### src/rtl/core/ltev_pkg.sv
// Shared constants for the LRU age tile evictor.
package ltev_pkg;

  localparam int TILE_W  = 6;   // tile id width
  localparam int CNT_W   = 7;   // tile count width
  localparam int TIME_W  = 32;  // millisecond time width
  localparam int FRAME_W = 32;  // frame number width

  // Register reset values
  localparam logic [CNT_W-1:0]  MAX_TILES_RST = 7'd50;
  localparam logic [TIME_W-1:0] MAX_AGE_RST   = 32'd5000;

  // Configuration register indexes
  localparam logic CFG_MAX_TILES = 1'b0;
  localparam logic CFG_MAX_AGE   = 1'b1;

  // Request kinds
  localparam logic REQ_TOUCH  = 1'b0;
  localparam logic REQ_EXPIRE = 1'b1;

endpackage

### src/rtl/core/lru_age_tile_evictor.sv
// Top level: LRU tile order with frame-based age eviction, walked by a small sequencer.
//
//  channel | dir | handshake          | contents
//  in_     | in  | tvalid/tready      | tuser req_type, tdata tile/time/frame
//  out_    | out | tvalid/tready      | tdata evicted_tile, tlast on final eviction
//  cfg_    | in  | we (no wait)       | addr register index, wdata value
//
// A touch of a new tile goes straight to append; a resident one takes link read, unlink, append.
// An expire reads and then checks each walked tile in turn, and flushes a held eviction at the end; the walk
// is bounded by the tiles resident at the previous expire, and a stale expire returns to idle at once.
// The single read port on the link memories is why each walked tile is read before it is checked.
// Reset is synchronous; no clearing pass is needed. A full output register stalls the walk
// only when a second eviction is ready, one result being held back to mark the last one.
module lru_age_tile_evictor #(
  parameter int TILE_SLOTS = 64
) (
  input  logic        clk,
  input  logic        rst_n,
  input  logic        in_tvalid,
  output logic        in_tready,
  input  logic [71:0] in_tdata,   // [5:0] tile_id, [37:6] frame_time, [69:38] frame_number
  input  logic        in_tuser,   // [0] req_type
  output logic        out_tvalid,
  input  logic        out_tready,
  output logic [7:0]  out_tdata,  // [5:0] evicted_tile
  output logic        out_tlast,
  input  logic        cfg_we,
  input  logic        cfg_addr,
  input  logic [31:0] cfg_wdata
);

  localparam int IW = $clog2(TILE_SLOTS);
  localparam int TW = ltev_pkg::TILE_W;
  localparam int CW = ltev_pkg::CNT_W;
  localparam int MW = ltev_pkg::TIME_W;
  localparam int FW = ltev_pkg::FRAME_W;
  localparam logic [TW:0] SLOTS_C = (TW+1)'(TILE_SLOTS);

  typedef enum logic [2:0] {
    S_IDLE, S_T_RD, S_T_UNL, S_T_APP, S_E_RD, S_E_CHK, S_E_FLUSH
  } state_t;

  state_t                  state_r, state_nxt;
  logic [CW-1:0]           max_tiles_r;
  logic [MW-1:0]           max_age_r;
  logic [TW-1:0]           tile_r, tile_nxt;
  logic [MW-1:0]           now_r, now_nxt;
  logic [FW-1:0]           frame_r, frame_nxt;
  logic [TW-1:0]           head_r, head_nxt, tail_r, tail_nxt, cur_r, cur_nxt;
  logic [CW-1:0]           count_r, count_nxt, bound_r, bound_nxt, rem_r, rem_nxt;
  logic [FW-1:0]           last_frame_r, last_frame_nxt;
  logic [TILE_SLOTS-1:0]   res_r, res_nxt, old_r, old_nxt;
  logic [TW-1:0]           pend_r, pend_nxt;
  logic                    pend_v_r, pend_v_nxt;
  logic                    out_valid_r, out_valid_nxt;
  logic [TW-1:0]           out_tile_r, out_tile_nxt;
  logic                    out_last_r, out_last_nxt;

  logic                    do_unlink;
  logic [TW-1:0]           node;
  logic [IW-1:0]           rd_addr;
  logic [TW-1:0]           next_q, prev_q;
  logic [MW-1:0]           time_q;
  logic                    aged;
  logic                    nl_we, pl_we, tm_we;
  logic [IW-1:0]           nl_waddr, pl_waddr;
  logic [TW-1:0]           nl_wdata, pl_wdata;
  logic [CW-1:0]           cnt_dec;

  // Link and time memories share one read address
  assign rd_addr = (state_r == S_T_RD || state_r == S_T_UNL) ? tile_r[IW-1:0] : cur_r[IW-1:0];
  assign node    = (state_r == S_E_CHK) ? cur_r : tile_r;

  ltev_ram #(.DEPTH(TILE_SLOTS), .WIDTH(TW)) u_next (
    .clk(clk), .we(nl_we), .waddr(nl_waddr), .wdata(nl_wdata),
    .raddr(rd_addr), .rdata(next_q)
  );

  ltev_ram #(.DEPTH(TILE_SLOTS), .WIDTH(TW)) u_prev (
    .clk(clk), .we(pl_we), .waddr(pl_waddr), .wdata(pl_wdata),
    .raddr(rd_addr), .rdata(prev_q)
  );

  ltev_ram #(.DEPTH(TILE_SLOTS), .WIDTH(MW)) u_time (
    .clk(clk), .we(tm_we), .waddr(tile_r[IW-1:0]), .wdata(now_r),
    .raddr(rd_addr), .rdata(time_q)
  );

  ltev_age u_age (
    .now(now_r), .touched(time_q), .max_age(max_age_r), .expired(aged)
  );

  assign in_tready  = (state_r == S_IDLE);
  assign out_tvalid = out_valid_r;
  assign out_tdata  = {2'b00, out_tile_r};
  assign out_tlast  = out_last_r;
  assign cnt_dec    = (count_r != '0) ? count_r - CW'(1) : count_r;

  // Sequencer next state
  always_comb begin
    state_nxt      = state_r;
    tile_nxt       = tile_r;
    now_nxt        = now_r;
    frame_nxt      = frame_r;
    head_nxt       = head_r;
    tail_nxt       = tail_r;
    cur_nxt        = cur_r;
    count_nxt      = count_r;
    bound_nxt      = bound_r;
    rem_nxt        = rem_r;
    last_frame_nxt = last_frame_r;
    res_nxt        = res_r;
    old_nxt        = old_r;
    pend_nxt       = pend_r;
    pend_v_nxt     = pend_v_r;
    out_tile_nxt   = out_tile_r;
    out_last_nxt   = out_last_r;
    out_valid_nxt  = out_valid_r;
    do_unlink      = 1'b0;
    nl_we          = 1'b0;
    pl_we          = 1'b0;
    tm_we          = 1'b0;
    nl_waddr       = prev_q[IW-1:0];
    nl_wdata       = next_q;
    pl_waddr       = next_q[IW-1:0];
    pl_wdata       = prev_q;

    // Output register drains on its own handshake
    if (out_valid_r && out_tready) begin
      out_valid_nxt = 1'b0;
    end

    unique case (state_r)
      S_IDLE: begin
        if (in_tvalid) begin
          tile_nxt  = in_tdata[5:0];
          now_nxt   = in_tdata[37:6];
          frame_nxt = in_tdata[69:38];
          if (in_tuser == ltev_pkg::REQ_EXPIRE) begin
            if (in_tdata[69:38] > last_frame_r) begin
              cur_nxt   = head_r;
              rem_nxt   = bound_r;
              state_nxt = S_E_RD;
            end
          end else if ({1'b0, in_tdata[5:0]} < SLOTS_C) begin
            state_nxt = res_r[in_tdata[IW-1:0]] ? S_T_RD : S_T_APP;
          end
        end
      end
      S_T_RD: begin
        state_nxt = S_T_UNL;
      end
      S_T_UNL: begin
        do_unlink = 1'b1;
        state_nxt = S_T_APP;
      end
      S_T_APP: begin
        // Append at the tail and stamp the time
        nl_we    = (count_r != '0);
        nl_waddr = tail_r[IW-1:0];
        nl_wdata = tile_r;
        pl_we    = (count_r != '0);
        pl_waddr = tile_r[IW-1:0];
        pl_wdata = tail_r;
        tm_we    = 1'b1;
        if (count_r == '0) begin
          head_nxt = tile_r;
        end
        tail_nxt = tile_r;
        res_nxt[tile_r[IW-1:0]] = 1'b1;
        old_nxt[tile_r[IW-1:0]] = 1'b0;
        count_nxt = count_r + CW'(1);
        state_nxt = S_IDLE;
      end
      S_E_RD: begin
        state_nxt = (count_r > max_tiles_r && rem_r != '0) ? S_E_CHK : S_E_FLUSH;
      end
      S_E_CHK: begin
        if (!(aged && pend_v_r && out_valid_r)) begin
          rem_nxt = rem_r - CW'(1);
          cur_nxt = next_q;
          if (aged) begin
            do_unlink = 1'b1;
            if (pend_v_r) begin
              out_tile_nxt  = pend_r;
              out_last_nxt  = 1'b0;
              out_valid_nxt = 1'b1;
            end
            pend_nxt   = cur_r;
            pend_v_nxt = 1'b1;
          end
          state_nxt = S_E_RD;
        end
      end
      S_E_FLUSH: begin
        if (pend_v_r) begin
          // Held eviction goes out marked last
          if (!out_valid_r) begin
            out_tile_nxt  = pend_r;
            out_last_nxt  = 1'b1;
            out_valid_nxt = 1'b1;
            pend_v_nxt    = 1'b0;
          end
        end else begin
          old_nxt        = res_r;
          bound_nxt      = count_r;
          last_frame_nxt = frame_r;
          state_nxt      = S_IDLE;
        end
      end
      default: state_nxt = S_IDLE;
    endcase

    // Unlink node from the order, using its links read from memory
    if (do_unlink) begin
      nl_we = (node != head_r);
      pl_we = (node != tail_r);
      if (node == head_r) begin
        head_nxt = next_q;
      end
      if (node == tail_r) begin
        tail_nxt = prev_q;
      end
      res_nxt[node[IW-1:0]] = 1'b0;
      if (old_r[node[IW-1:0]] && bound_r != '0) begin
        bound_nxt = bound_r - CW'(1);
      end
      old_nxt[node[IW-1:0]] = 1'b0;
      count_nxt = cnt_dec;
      if (cnt_dec == '0) begin
        head_nxt = '0;
        tail_nxt = '0;
      end
    end
  end

  // State, registers and configuration
  always_ff @(posedge clk) begin
    if (!rst_n) begin
      state_r      <= S_IDLE;
      max_tiles_r  <= ltev_pkg::MAX_TILES_RST;
      max_age_r    <= ltev_pkg::MAX_AGE_RST;
      head_r       <= '0;
      tail_r       <= '0;
      count_r      <= '0;
      bound_r      <= '0;
      last_frame_r <= '0;
      res_r        <= '0;
      old_r        <= '0;
      pend_v_r     <= 1'b0;
      out_valid_r  <= 1'b0;
    end else begin
      state_r      <= state_nxt;
      head_r       <= head_nxt;
      tail_r       <= tail_nxt;
      count_r      <= count_nxt;
      bound_r      <= bound_nxt;
      last_frame_r <= last_frame_nxt;
      res_r        <= res_nxt;
      old_r        <= old_nxt;
      pend_v_r     <= pend_v_nxt;
      out_valid_r  <= out_valid_nxt;
      if (cfg_we) begin
        case (cfg_addr)
          ltev_pkg::CFG_MAX_TILES: max_tiles_r <= cfg_wdata[CW-1:0];
          default:                 max_age_r   <= cfg_wdata;
        endcase
      end
    end
  end

  // Payload registers
  always_ff @(posedge clk) begin
    tile_r     <= tile_nxt;
    now_r      <= now_nxt;
    frame_r    <= frame_nxt;
    cur_r      <= cur_nxt;
    rem_r      <= rem_nxt;
    pend_r     <= pend_nxt;
    out_tile_r <= out_tile_nxt;
    out_last_r <= out_last_nxt;
  end

endmodule

### src/rtl/core/ltev_ram.sv
// Simple one-write one-read memory with registered read data.
module ltev_ram #(
  parameter int DEPTH = 64,
  parameter int WIDTH = 6
) (
  input  logic                     clk,
  input  logic                     we,
  input  logic [$clog2(DEPTH)-1:0] waddr,
  input  logic [WIDTH-1:0]         wdata,
  input  logic [$clog2(DEPTH)-1:0] raddr,
  output logic [WIDTH-1:0]         rdata
);

  logic [WIDTH-1:0] mem [DEPTH];

  // Write port
  always_ff @(posedge clk) begin
    if (we) begin
      mem[waddr] <= wdata;
    end
  end

  // Registered read port
  always_ff @(posedge clk) begin
    rdata <= mem[raddr];
  end

endmodule

### src/rtl/core/ltev_age.sv
// Age check: a tile is old enough when now - touch time >= max age, never if time ran back.
module ltev_age (
  input  logic [ltev_pkg::TIME_W-1:0] now,
  input  logic [ltev_pkg::TIME_W-1:0] touched,
  input  logic [ltev_pkg::TIME_W-1:0] max_age,
  output logic                        expired
);

  logic [ltev_pkg::TIME_W:0] diff;

  // One wide subtract; the borrow bit flags negative age
  assign diff    = {1'b0, now} - {1'b0, touched};
  assign expired = !diff[ltev_pkg::TIME_W] && (diff[ltev_pkg::TIME_W-1:0] >= max_age);

endmodule

### config.mk
export PLATFORM = sky130hd
export DESIGN_NAME = lru_age_tile_evictor
export DESIGN_NICKNAME = d
export VERILOG_FILES = /design/src/rtl/core/ltev_pkg.sv /design/src/rtl/core/lru_age_tile_evictor.sv /design/src/rtl/core/ltev_ram.sv /design/src/rtl/core/ltev_age.sv
export SDC_FILE = /design/constraint.sdc
export NUM_CORES = 2
export LEC_CHECK = 0
export BUFFER_PORTS_ARGS = -buffer_cell sky130_fd_sc_hd__buf_4
export CAP_MARGIN = 20
export CORE_ASPECT_RATIO = 1.1
export CORE_MARGIN = 4
export CORE_UTILIZATION = 40
export DETAILED_ROUTE_END_ITERATION = 12
export HOLD_SLACK_MARGIN = 0.02
export PLACE_DENSITY = 0.57
export SLEW_MARGIN = 20
export SYNTH_ARGS = -nofsm -noshare
export SYNTH_HDL_FRONTEND = slang
export SYNTH_SLANG_ARGS = --single-unit
### constraint.sdc
create_clock -name clk -period 6.1 [get_ports clk]
set_input_delay 1.22 -clock clk [delete_from_list [all_inputs] [get_ports clk]]
set_output_delay 1.22 -clock clk [all_outputs]
set_load 0.03 [all_outputs]
## Word-level counts from Yosys, hierarchy flattened

Memories as Yosys holds them, arrays and structs flattened. A register that Yosys moved wholly into a read port is not among the register bits.
Index checks and enable logic that the tools add are counted.

| operators by class | value |
|---|---|
| add/subtract/negate cells | 5 |
| magnitude comparators | 8 |
| equal/unequal tests | 20 |
| mux-type cells | 88 |
| bitwise logic cells | 9 |
| reductions and logical operators | 28 |

Operators by type and width:

| operator | count |
|---|---|
| $mux 64 | 4 |
| $and 64x64->64 | 3 |
| $mux 6 | 22 |
| $not 64->64 | 2 |
| $pmux 64 s2 | 1 |
| $mux 7 | 11 |
| $or 64x64->64 | 1 |
| $sub 32x32->33 | 1 |
| $ge 32x32->1 | 1 |
| $gt 32x32->1 | 1 |
| $mux 1 | 31 |
| $pmux 6 s2 | 2 |
| $lt 6x7->1 const B | 3 |
| $reduce_bool 7->1 | 3 |
| $sub 7x1->7 const B | 3 |
| $pmux 3 s6 | 1 |
| $mux 3 | 5 |
| $logic_not 7->1 | 2 |
| $ne 2x2->1 const B | 7 |
| $pmux 7 s2 | 1 |
| $bmux 1 s6 | 2 |
| $demux 1 s6 | 2 |
| $eq 6x6->1 | 2 |
| $ge 6x1->1 const B | 2 |
| other kinds (21) | 45 |

| storage, ports and cells | value |
|---|---|
| bits in registers | 326 |
| memory bits (writable) | 2816 |
| bits of input ports | 111 |
| output and inout port bits | 11 |
| logic and storage cells | 181 |
| memories kept | 3 |

Memories:

| name | words | bits a word | rd ports | clocked after memory_dff | write ports | RTL line | text |
|---|---|---|---|---|---|---|---|
| u_time.mem | 64 | 32 | 1 | 1 | 1 | ltev_ram.sv:14 | `logic [WIDTH-1:0] mem [DEPTH];` |
| u_next.mem | 64 | 6 | 1 | 1 | 1 | ltev_ram.sv:14 |  |
| u_prev.mem | 64 | 6 | 1 | 1 | 1 | ltev_ram.sv:14 |  |

## Logic depth before layout (Yosys ltp)

| depth | value |
|---|---|
| word-level depth | 10 |
| gate-level depth with buffers | 24 |
| depth with buffers taken out | 22 |

## Cells and area by module

A second synthesis with hierarchy kept.

| unflattened totals | value |
|---|---|
| cell total of the unflattened synthesis | 6874 |
| area, all modules | 127109.4 um2 |

Modules (own cells, without submodules):

| module | times used | cells an instance | area each (um2) | sequential area each (um2) |
|---|---|---|---|---|
| ltev_ram at u_time | 1 | 3324 | 78515.3 | 62139.6 |
| ltev_ram at u_next ... | 2 | 720 | 15225.9 | 11651.2 |
| lru_age_tile_evictor | 1 | 1750 | 15610.0 | 7487.2 |
| ltev_age | 1 | 360 | 2532.4 | 0.0 |

## Worst setup path after synthesis

No wires, ideal clock.

| path | value |
|---|---|
| kind | flip-flop to flip-flop |
| start | reg now_r[5] |
| end | mem u_prev.mem[200][0] (netlist: u_prev.mem[25][0]) (enable) |
| library setup time | 0.352 ns |
| arrival time | 5.824 ns |
| data required time | 5.748 ns |
| slack | -0.075 ns |
| stages on the path, launching flop included | 21 |
| path buffers | 1 |
| clock period less this slack | 6.175 ns |
| cells stage by stage | edfxtp_1 ha_1 and4_1 and3_1 a221oi_1 o31ai_1 a41oi_1 o21ai_0 a31oi_1 a211o_1 o2111ai_1 ha_1 nand4_1 or4_1 nor4b_1 a21o_1 a31oi_1 clkbuf_1 o22ai_2 nand3_1 nor2_1 |

| on the way | value |
|---|---|
| word-level cells in the longest chain between the ends | 10 |
| elaborated cells between the ends (all ways) | 12 |
| classes of those cells | add/sub (1); order compare (1); mux (6); reduce/logical (4) |

RTL lines:

| element | RTL line | text |
|---|---|---|
| start, declared | lru_age_tile_evictor.sv:47 | `logic [MW-1:0] now_r, now_nxt;` |
| start signal, assigned | lru_age_tile_evictor.sv:275 | `now_r <= now_nxt;` |
| $sub 32x32->33 (*) | ltev_age.sv:12 | `assign diff = {1'b0, now} - {1'b0, touched};` |
| $ge 32x32->1 / $logic_not 1->1 (equally long branches) | ltev_age.sv:13 | `assign expired = !diff[ltev_pkg::TIME_W] && (diff[ltev_pkg::TIME_W-1:0] >= max_age);` |
| $logic_and 1x1->1 (*) | ltev_age.sv:13 |  |
| $logic_and 1x1->1 (2 in series) | lru_age_tile_evictor.sv:179 | `if (!(aged && pend_v_r && out_valid_r)) begin` |
| $mux 1 (*) | lru_age_tile_evictor.sv:179 |  |
| $pmux 1 s2 (*) | lru_age_tile_evictor.sv:133 | `unique case (state_r)` |
| $mux 1 (*) | lru_age_tile_evictor.sv:215 | `if (do_unlink) begin` |
| $mux 1 (*) | ltev_ram.sv:18 | `if (we) begin` |
| $mux 1 (not written as such) (*) | ltev_ram.sv:19 | `mem[waddr] <= wdata;` |
| end, declared | ltev_ram.sv:14 |  |

Mark *: on every way between the ends. The rest lies on a longest branch, timed or not.

## Worst setup path after layout

| path | value |
|---|---|
| start | reg now_r[6] |
| end | reg old_r[44] |

| on the way | value |
|---|---|
| word-level cells in the longest chain between the ends | 8 |
| elaborated cells between the ends (all ways) | 10 |
| classes of those cells | add/sub (1); order compare (1); mux (4); reduce/logical (4) |

RTL lines:

| element | RTL line | text |
|---|---|---|
| $sub 32x32->33 (*) | ltev_age.sv:12 |  |
| $ge 32x32->1 / $logic_not 1->1 (equally long branches) | ltev_age.sv:13 |  |
| $logic_and 1x1->1 (*) | ltev_age.sv:13 |  |
| $logic_and 1x1->1 (2 in series) | lru_age_tile_evictor.sv:179 |  |
| $mux 1 (*) | lru_age_tile_evictor.sv:179 |  |
| $pmux 1 s2 (*) | lru_age_tile_evictor.sv:133 |  |
| $mux 64 (*) | lru_age_tile_evictor.sv:215 |  |
| end signal, assigned | lru_age_tile_evictor.sv:260 | `old_r <= old_nxt;` |
| end, declared | lru_age_tile_evictor.sv:52 | `logic [TILE_SLOTS-1:0] res_r, res_nxt, old_r, old_nxt;` |

Marks and branches as above.
A chain may end at the register's enable or synchronous reset.

==> run metrics <==
GP Congestion 0.8557; Sink Count 3,186; cell area after synthesis 0.1270 sq mm; post-place setup slack -0.009078 ns; worst hold slack 0.4151 ns; WL per Instance 27.29 um; total gr overflow 0; # setup viols final 0; Yosys Warn Count 0; TritonRoute pass-1 iters 6; Layout Skew 0.08516 ns; post-synthesis cell count 7,311; CTS tree yes; flop2flop setup slack 0.23 ns; Max rail drop VDD 0.2848 mV; clk slew on worst S/H paths 0.06 ns; max-slew violations 0; HPWL after DPL 198,600 um; total track usage 19.92%; critical-path maximum fanout 16; Core Util, Final 46.52%; die area 0.3267 sq mm; top layer in use met5; met3 wire len 18,250 um; measured slew at the worst slew-check pin 1.120 ns; Crit. End Element register; final worst-path setup slack 0.2313 ns; WP data arrival 6.63 ns; Rows 216; Residual DRC 0; vias in the first global route 70,510; first-pass GRT wire length 485,800 um; Slew headroom 25.34%; core area 0.3154 sq mm; number of I/O pins 122; largest net degree at the start of global routing 135; initial antenna violation count 10; vias after detailed routing 68,640; Filler Cell Count 26,650; Distinct cells, synth 80; syn_area_per_cell 17.38 sq um; maximum clock frequency 170.4 MHz; crit path launch type register; vias per cell 5.627; total CTS buffers 335; CTS Root Cell clkbuf_16; Register Area 0.09293 sq mm; final worst-path cycle share 96.21%; DIE HEIGHT 599.0 um; nets@finish 8,004; CP Class register to register; Clock Path Buffers 4; commonest non-fill, non-tap cell in the layout edfxtp_1; met2 WL 164,500 um; top_reg_cell synth edfxtp_1; H-Tree Depth 5; Skew-Pair Late Insertion Delay 0.92 ns; Hold WC Path Type register to register; Async SR Flop Fraction 0%; M1 wire length 139,400 um; Detailed Route WL 332,900 um; Die X 545.3 um; P_leak 47.88 nW; post-synthesis sequential area ratio 73.16%; share of layout cells above drive strength 1 23.35%; WP data required 6.86 ns; Multi-input gate area 0.03265 sq mm; max_cap viols 0; Fin. Hold Viols 0; Routed Antenna Nets 0; most frequent cells in the layout edfxtp_1 (2,912), nand2_1 (960), mux4_2 (725), buf_4 (482), clkbuf_16 (344); min cycle time layout 5.869 ns; IO buf count 117; pwr/cell area 393.8 mW/mm^2; status completed; Post-synth EDFFs 2,912; 1st-iter DRT viols 6,935; Area Overhead vs Synth 15.49%; Starting Density 40.28%; Seq cells post-synth 3,186
[worst max-delay path, stage by stage (launching register included)]
cell and delay [ns]:
edfxtp_1 0.40, ha_1 0.34, and4_1 0.23, and3_1 0.21
a221oi_2 0.25, buf_4 0.18, o31ai_2 0.07, a41oi_1 0.22
o21ai_0 0.12, buf_4 0.17, a31oi_4 0.19, a211o_1 0.15
o2111ai_1 0.12, ha_1 0.32, nand4_1 0.12, or4_1 0.57
nor4b_2 0.26, a21o_1 0.20, buf_12 0.13, a31oi_4 0.17
buf_4 0.21, buf_4 0.20, or3_1 0.53, o21ai_0 0.30
nor2_1 0.09
[cells by family after synthesis]
group                    count (synthesis)  synth area share (%)
flip-flops                            3186                 73.16
AND/OR/NAND/NOR                       1804                 6.051
buffers and inverters                  547                 1.726
adder cells (fa/ha/maj)                110                 1.089
other                                    1              0.002952
AO/OA/AOI/OAI                          833                 4.282
XOR/XNOR                                49                0.3379
multiplexers                           781                 13.36
[sequential cells by signal (all words and copies together), names as in the netlist, 6 cells and up]
register	flops
u_time.mem	2048
u_next.mem	384
u_prev.mem	384
old_r	64
res_r	64
frame_r	32
last_frame_r	32
max_age_r	32
now_r	32
u_time.rdata	32
bound_r	7
count_r	7
max_tiles_r	7
rem_r	7
cur_r	6
head_r	6
out_tile_r	6
pend_r	6
tail_r	6
tile_r	6
u_next.rdata	6
u_prev.rdata	6
[synth_stat cells, types with 6 or more instances]
cell type	count	area share [%]
a211oi_1	107	0.63
a21o_1	27	0.16
a21oi_1	155	0.61
a221o_1	46	0.36
a2bb2oi_1	42	0.29
a31oi_1	101	0.50
and2_1	100	0.49
and3_1	14	0.069
buf_1	57	0.17
buf_2	85	0.33
clkbuf_1	249	0.74
dfxtp_1	274	4.3
edfxtp_1	2912	69
ha_1	109	1.1
inv_1	148	0.44
mux2_2	15	0.13
mux2i_1	35	0.28
mux4_2	725	13
nand2_1	963	2.8
nand2b_1	15	0.074
nand3_1	144	0.57
nand3b_1	11	0.065
nand4_1	18	0.089
nor2_1	418	1.2
nor2b_1	22	0.11
nor3_1	30	0.12
nor3b_1	7	0.041
nor4_1	6	0.030
o211a_1	6	0.047
o211ai_1	22	0.13
o21a_1	16	0.095
o21ai_0	129	0.51
o21ai_1	63	0.25
o22ai_1	57	0.28
o31ai_1	8	0.047
or2_2	15	0.074
or3_1	23	0.11
xnor2_1	34	0.23
xor2_1	15	0.10
[per-layer routing]
layer / global-route usage, % / vias up
met5: 0 / -
met4: 6.228 / 8
met3: 2.709 / 558
met2: 33.73 / 2171
met1: 26.88 / 36090
li1: - / 29820
[worst paths after layout]
| path | to | from | depth (start not counted) |
|---|---|---|---|
| setup / recovery | old_r[44]$_SDFF_PN0_ | now_r[6]$_DFFE_PP_ | 24 |
| hold / removal | out_tile_r[0]$_DFFE_PP_ | pend_r[0]$_DFFE_PP_ | 0 |
| setup reg to reg | old_r[44]$_SDFF_PN0_ | now_r[6]$_DFFE_PP_ | 24 |
| hold reg to reg | out_tile_r[0]$_DFFE_PP_ | pend_r[0]$_DFFE_PP_ | 0 |
[power breakdown]
part | switching (mW) | leakage [nW] | internal, mW | total [mW]
clock | 8.36 | 5.24 | 11.7 | 20.0
sequential | 0.231 | 28.5 | 25.3 | 25.5
combinational | 7.74 | 14.2 | 4.47 | 12.2
[stage by stage]
step,cells,power [mW],TNS [ns],instance area [sq um]
floorplan,7312,33.54,-37.67,127100
global placement,11580,38.16,0,135700
detailed placement,11590,38.34,-0.05330,135800
CTS,12190,58.37,0,146600
global route,12200,60.14,-2.288,146700
finish,12200,57.77,0,146700
[final cells by class]
class,instances,area share [%]
Inverter,149,0.3821
Clock inverter,171,1.111
Timing Repair Buffer,532,3.162
Sequential cell,3186,63.34
Tap cell,4142,3.533
Clock buffer,436,6.205
Multi-Input combinational cell,3579,22.25
Antenna cell,5,0.008529
[what timing repair did]
action,in CTS,in global routing
gates resized for setup,6,19
setup endpoints to repair,113,883
endpoints found under the hold margin,0,0
pin swaps,0,4
buffers inserted,0,0
hold buffers,0,0
Note: power is estimated with default switching activity, not from simulation.
